### config.mk
export PLATFORM = sky130hd
export DESIGN_NAME = rcba_ctrl
export DESIGN_NICKNAME = d
export VERILOG_FILES = /design/src/rtl/rcba_pkg.sv /design/src/rtl/rcba_ctrl.sv
export SDC_FILE = /design/constraint.sdc
export NUM_CORES = 1
export LEC_CHECK = 0
export BUFFER_PORTS_ARGS = -buffer_cell sky130_fd_sc_hd__buf_2
export CORE_AREA = 2 2 46 48
export DETAILED_ROUTE_END_ITERATION = 7
export DIE_AREA = 0 0 48 50
export PLACE_DENSITY = 0.91
export SLEW_MARGIN = 25
export SYNTH_ARGS = -nofsm -noshare
export SYNTH_HDL_FRONTEND = slang
export SYNTH_SLANG_ARGS = --single-unit
### constraint.sdc
create_clock -name clk -period 6 [get_ports clk]
set_clock_uncertainty 0.15 [all_clocks]
set_input_delay 0.9 -clock clk [delete_from_list [all_inputs] [get_ports clk]]
set_output_delay 0.9 -clock clk [all_outputs]
set_load 0.01 [all_outputs]
### src/rtl/rcba_pkg.sv
// ----------------------------------------------------------------------------
// rcba_pkg: shared types and constants for the refcounted block allocator
// Status codes, controller states and the command/status bundles between
// the controller and the datapath.
// ----------------------------------------------------------------------------
package rcba_pkg;

	localparam int NUM_BLOCKS_DEF  = 1024;
	localparam int MAX_RUN_DEF     = 64;
	localparam int MAX_ALLOC_DEF   = 64;
	localparam int COUNT_WIDTH_DEF = 16;

	localparam int EPOCH_W = 8;

	typedef enum logic [1:0] {
		K_ALLOC   = 2'd0,
		K_RETAIN  = 2'd1,
		K_RELEASE = 2'd2,
		K_QUERY   = 2'd3
	} kind_t;

	typedef enum logic [2:0] {
		ST_OK       = 3'd0,
		ST_EMPTY    = 3'd1,
		ST_BADID    = 3'd2,
		ST_OVERFLOW = 3'd3,
		ST_BADQUERY = 3'd4,
		ST_TOOLONG  = 3'd5
	} status_t;

	typedef enum logic [2:0] {
		OS_EMPTY,
		OS_OK0,
		OS_ALLOC,
		OS_QBAD,
		OS_QOK,
		OS_RUN
	} out_sel_t;

	typedef enum logic [4:0] {
		S_INIT,
		S_IDLE,
		S_DISPATCH,
		S_OUT1,
		S_Q_OUT,
		S_ALLOC_RD,
		S_ALLOC_WR,
		S_E_START,
		S_WRAP,
		S_E_CHK,
		S_E_MARK,
		S_E_END,
		S_C_BUF,
		S_C_CNT,
		S_C_CHK,
		S_A_BUF,
		S_A_CNT,
		S_A_UPD,
		S_RES
	} state_t;

	typedef struct packed {
		logic     cap;
		logic     sweep_init;
		logic     sweep_seen;
		logic     epoch_inc;
		logic     epoch_one;
		logic     err_long;
		logic     err_bad;
		logic     err_ovf;
		logic     elem_rd;
		logic     elem_mark;
		logic     loop_clr;
		logic     loop_inc;
		logic     buf_rd;
		logic     cnt_rd_buf;
		logic     apply;
		logic     alloc_rd;
		logic     alloc_wr;
		logic     q_rd;
		logic     run_clr;
		logic     emit;
		out_sel_t sel;
	} cmd_t;

	typedef struct packed {
		kind_t kind;
		logic  last;
		logic  sweep_last;
		logic  run_len_zero;
		logic  run_err_zero;
		logic  run_full;
		logic  id_oob;
		logic  elem_bad;
		logic  epoch_max;
		logic  loop_done;
		logic  alloc_fail;
		logic  alloc_zero;
		logic  alloc_last;
		logic  cnt_max;
		logic  out_free;
	} stat_t;

endpackage

### src/rtl/rcba_ctrl.sv
// ----------------------------------------------------------------------------
// rcba_ctrl: allocator controller
// Sequences reset and mark sweeps, allocate, query, run element and commit.
// ----------------------------------------------------------------------------
module rcba_ctrl (
	input  logic           clk,
	input  logic           arst_n,
	input  logic           in_valid,
	output logic           in_ready,
	input  rcba_pkg::stat_t st,
	output rcba_pkg::cmd_t  cmd
);
	import rcba_pkg::*;

	state_t state_q, state_d;

	always_ff @(posedge clk or negedge arst_n) begin
		if (!arst_n) state_q <= S_INIT;
		else state_q <= state_d;
	end

	always_comb begin
		state_d = state_q;
		case (state_q)
			S_INIT:     if (st.sweep_last) state_d = S_IDLE;
			S_IDLE:     if (in_valid) state_d = S_DISPATCH;
			S_DISPATCH: begin
				case (st.kind)
					K_ALLOC: state_d = (st.alloc_fail || st.alloc_zero) ? S_OUT1 : S_ALLOC_RD;
					K_QUERY: state_d = st.id_oob ? S_OUT1 : S_Q_OUT;
					default: state_d = S_E_START;
				endcase
			end
			S_OUT1:     if (st.out_free) state_d = S_IDLE;
			S_Q_OUT:    if (st.out_free) state_d = S_IDLE;
			S_ALLOC_RD: state_d = S_ALLOC_WR;
			S_ALLOC_WR: if (st.out_free) state_d = st.alloc_last ? S_IDLE : S_ALLOC_RD;
			S_E_START: begin
				if (st.run_len_zero && st.run_err_zero && st.epoch_max) state_d = S_WRAP;
				else state_d = S_E_CHK;
			end
			S_WRAP:     if (st.sweep_last) state_d = S_E_CHK;
			S_E_CHK: begin
				if (!st.run_err_zero || st.run_full || st.id_oob) state_d = S_E_END;
				else state_d = S_E_MARK;
			end
			S_E_MARK:   state_d = S_E_END;
			S_E_END: begin
				if (!st.last) state_d = S_IDLE;
				else if (!st.run_err_zero) state_d = S_RES;
				else if (st.kind == K_RETAIN) state_d = S_C_BUF;
				else state_d = S_A_BUF;
			end
			S_C_BUF:    state_d = st.loop_done ? S_A_BUF : S_C_CNT;
			S_C_CNT:    state_d = S_C_CHK;
			S_C_CHK:    state_d = st.cnt_max ? S_RES : S_C_BUF;
			S_A_BUF:    state_d = st.loop_done ? S_RES : S_A_CNT;
			S_A_CNT:    state_d = S_A_UPD;
			S_A_UPD:    state_d = S_A_BUF;
			S_RES:      if (st.out_free) state_d = S_IDLE;
			default:    state_d = S_INIT;
		endcase
	end

	always_comb begin
		cmd = '0;
		cmd.sel = OS_RUN;
		in_ready = 1'b0;
		case (state_q)
			S_INIT: cmd.sweep_init = 1'b1;
			S_IDLE: begin
				in_ready = 1'b1;
				cmd.cap = in_valid;
			end
			S_DISPATCH: begin
				cmd.loop_clr = 1'b1;
				if (st.kind == K_QUERY && !st.id_oob) cmd.q_rd = 1'b1;
			end
			S_OUT1: begin
				cmd.emit = st.out_free;
				if (st.kind == K_QUERY) cmd.sel = OS_QBAD;
				else if (st.alloc_fail) cmd.sel = OS_EMPTY;
				else cmd.sel = OS_OK0;
			end
			S_Q_OUT: begin
				cmd.emit = st.out_free;
				cmd.sel = OS_QOK;
			end
			S_ALLOC_RD: cmd.alloc_rd = 1'b1;
			S_ALLOC_WR: begin
				cmd.emit = st.out_free;
				cmd.sel = OS_ALLOC;
				cmd.alloc_wr = st.out_free;
				cmd.loop_inc = st.out_free;
			end
			S_E_START: begin
				if (st.run_len_zero && st.run_err_zero && !st.epoch_max) cmd.epoch_inc = 1'b1;
			end
			S_WRAP: begin
				cmd.sweep_seen = 1'b1;
				cmd.epoch_one = st.sweep_last;
			end
			S_E_CHK: begin
				if (st.run_err_zero) begin
					if (st.run_full) cmd.err_long = 1'b1;
					else if (st.id_oob) cmd.err_bad = 1'b1;
					else cmd.elem_rd = 1'b1;
				end
			end
			S_E_MARK: begin
				if (st.elem_bad) cmd.err_bad = 1'b1;
				else cmd.elem_mark = 1'b1;
			end
			S_E_END: cmd.loop_clr = 1'b1;
			S_C_BUF: begin
				if (st.loop_done) cmd.loop_clr = 1'b1;
				else cmd.buf_rd = 1'b1;
			end
			S_C_CNT: cmd.cnt_rd_buf = 1'b1;
			S_C_CHK: begin
				if (st.cnt_max) cmd.err_ovf = 1'b1;
				else cmd.loop_inc = 1'b1;
			end
			S_A_BUF: if (!st.loop_done) cmd.buf_rd = 1'b1;
			S_A_CNT: cmd.cnt_rd_buf = 1'b1;
			S_A_UPD: begin
				cmd.apply = 1'b1;
				cmd.loop_inc = 1'b1;
			end
			S_RES: begin
				cmd.emit = st.out_free;
				cmd.sel = OS_RUN;
				cmd.run_clr = st.out_free;
			end
			default: ;
		endcase
	end

endmodule

==> flow_summary.yaml <==
status:
  status: "completed"
critical_path:
  cp_max_fo: 14
  cp-end-kind: "output port"
  critPathArrivalTime_ns: 1.94
  crit_type: "flop to output port"
  cp_data_required_time_ns: 4.95
  cp-start-kind: "flop"
grt:
  grt_usage_pct: 24.5
  grt_pass1_wl_mm: 4.45
  grt_antenna_before_repair: 0
  grt_max_degree: 25
  grt_pass1_vias: 1037
  grt_overflow: 0
floorplanning:
  die_width_um: 48
  start_util_pct: 46.8
  fp-row-count: 16
  core_region_area_um2: 1900
  ioPinCount: 43
  fp.dieH_um: 50
  die_area_um2: 2400
sta:
  timing.final.crit_share_pct: 49.8
  fin_tns_setup_ns: 0
  maxSlewHeadroom_pct: 54.5
  min_period_ns: 2.99
  finalSetupViolCount: 0
  slew_viol_final: 0
  max_freq_mhz: 334
  final_hold_viol_count: 0
  rsz0062_at_grt: "no"
  worst_slack_ns: 3.01
  tightest_slew_ns: 0.682
synth:
  synth_cell_types: 46
  synthCells: 129
  synth.ff_latch_count: 5
  async_flop_share_pct: 100
  synthesis.nets: 151
  synth-main-ff-cell: "dfrtp_1"
  synth_edf_count: 0
  yosysSeqAreaShare_pct: 14.0
  yosys_warnings: 0
  syn-cell-area_um2: 891
  syn-mean-instance-area_um2: 6.91
cells_and_area:
  num_antenna_cells: 0
  nFillCells: 179
  final_nets: 190
  regMostFlops: "state_q"
  largest_reg_flops: 5
  multi_input_area_um2: 699
  largest_registers: "state_q x5"
  stdcell_area_um2: 1120
  drive_above_1_share_pct: 30.5
  area_delta_synth_final_pct: 26.3
  seq_area_um2: 125
  utilization_pct: 59.1
cts:
  post_cts_resized: 0
  tritoncts: "built"
  cts.sinks: 5
  clockBufferDepth: 2
  hold_buffers: 0
  clk-insertion-delay-late_ns: 0.24
  cts_inserted_buffers: 3
  post-cts-setup-buffers: 0
  path_clk_slew_ns: 0.05
  htree_levels: 1
  clock-root-buffer: "clkbuf_4"
hold_path:
  hp-class: "primary input to async pin"
pwr:
  cellPowerDensity_nw_per_um2: 417
  p_leak_nw: 0.541
  irDropWorstVdd_mv: 0.249
routing:
  vias: 1164
  vias_per_cell: 6.00
  wl_mm: 2.70
  drt_iter0_markers: 87
  wl_per_cell_um: 13.9
  detail_route.first_pass.iterations: 4
  drc: 0
  ant_nets: 0
placement:
  io_buffer_count: 42
  hpwl_mm: 2.13
  gp_congestion: 0.919
  pre_cts_ws_ns: 3.23
  placed_cell_area_um2: 1100
flow_run:
  cap_violations: 0
==> area by class of cell <==
type | count | share of cell area (%)
multi-input cells | 108 | 62.2
repair buffers | 42 | 18.7
flip-flops and latches | 5 | 11.1
well taps | 27 | 3.00
inverters | 8 | 2.67
clock buffers | 4 | 2.34
==> worst max-delay path: stages, from the launching register on <==
cell and delay [ns]:
dfrtp_1 0.57, inv_1 0.17, or3_1 0.47, nor4_1 0.30, buf_2 0.18
==> where the power goes <==
| part | internal, W | total (W) | switching [W] |
|---|---|---|---|
| combinational | 0.000149 | 0.000322 | 0.000174 |
| clock | 0.0000252 | 0.0000394 | 0.0000143 |
| sequential | 0.0000473 | 0.000107 | 0.0000599 |
==> cells by family after synthesis <==
kind of cell,synth area share (%)
fa+ha+maj,4.21
mux,5.06
simple gates,39.6
buf+inv,7.44
flops,14.0
compound gates,29.6
==> cells in the final DEF, fill, tap and decap left out, types with 3 or more instances in the layout <==
| master | instances |
|---|---|
| ha_1 | 3 |
| o2111ai_1 | 3 |
| inv_1 | 8 |
| nand3_1 | 5 |
| o21ai_0 | 5 |
| clkbuf_4 | 3 |
| buf_2 | 42 |
| dfrtp_1 | 5 |
| nor2_1 | 18 |
| and2_1 | 3 |
| a21oi_1 | 5 |
| nor4_1 | 3 |
| nand2_1 | 15 |
| nor3b_1 | 3 |
| nor3_1 | 4 |
| nand2b_1 | 5 |
==> cell usage after synthesis (2+ instances only) <==
cell	count	area, um2
a21oi_1	5	25.0
a22oi_1	2	15.0
and2_1	3	18.8
buf_2	5	25.0
clkbuf_1	3	11.3
dfrtp_1	5	125
ha_1	3	37.5
inv_1	8	30.0
mux2_1	2	22.5
mux2_2	2	22.5
nand2_1	15	56.3
nand2b_1	5	31.3
nand3_1	5	25.0
nor2_1	18	67.6
nor2b_1	2	12.5
nor3_1	4	20.0
nor3b_1	3	22.5
nor4_1	3	18.8
o2111ai_1	3	26.3
o21ai_0	5	25.0
o22a_1	2	17.5
o22ai_1	2	12.5
==> through the flow <==
| stage | total power, W | instances | hold slack [ns] |
|---|---|---|---|
| 2_1_floorplan | 0.000342 | 129 | 0.454 |
| 3_3_place_gp | 0.000413 | 190 | 0.565 |
| 3_5_place_dp | 0.000423 | 190 | 0.567 |
| 4_1_cts | 0.000465 | 194 | 0.304 |
| 6_report | 0.000469 | 194 | 0.307 |
| 5_1_grt | 0.000515 | 194 | 0.306 |
==> worst paths after layout <==
check,start,to,slack (ns),cells past startpoint
min in group clk,state_q[2],state_q[2],0.65,1
max reg2reg,state_q[1],state_q[0],3.75,5
max in group asynchronous,arst_n,state_q[0],5.26,1
max,state_q[2],cmd[19],3.01,4
min reg2reg,state_q[2],state_q[2],0.65,1
min,arst_n,state_q[4],0.31,1
==> metal layers <==
layer	vias to the layer above	GRT usage [%]	wire length, um
li1	545	-	-
met1	538	35.3	1100
met2	81	39.3	1310
met3	0	3.30	291
met4	0	2.70	0
met5	-	0	0
No activity file was read; power rests on OpenSTA's default activity.
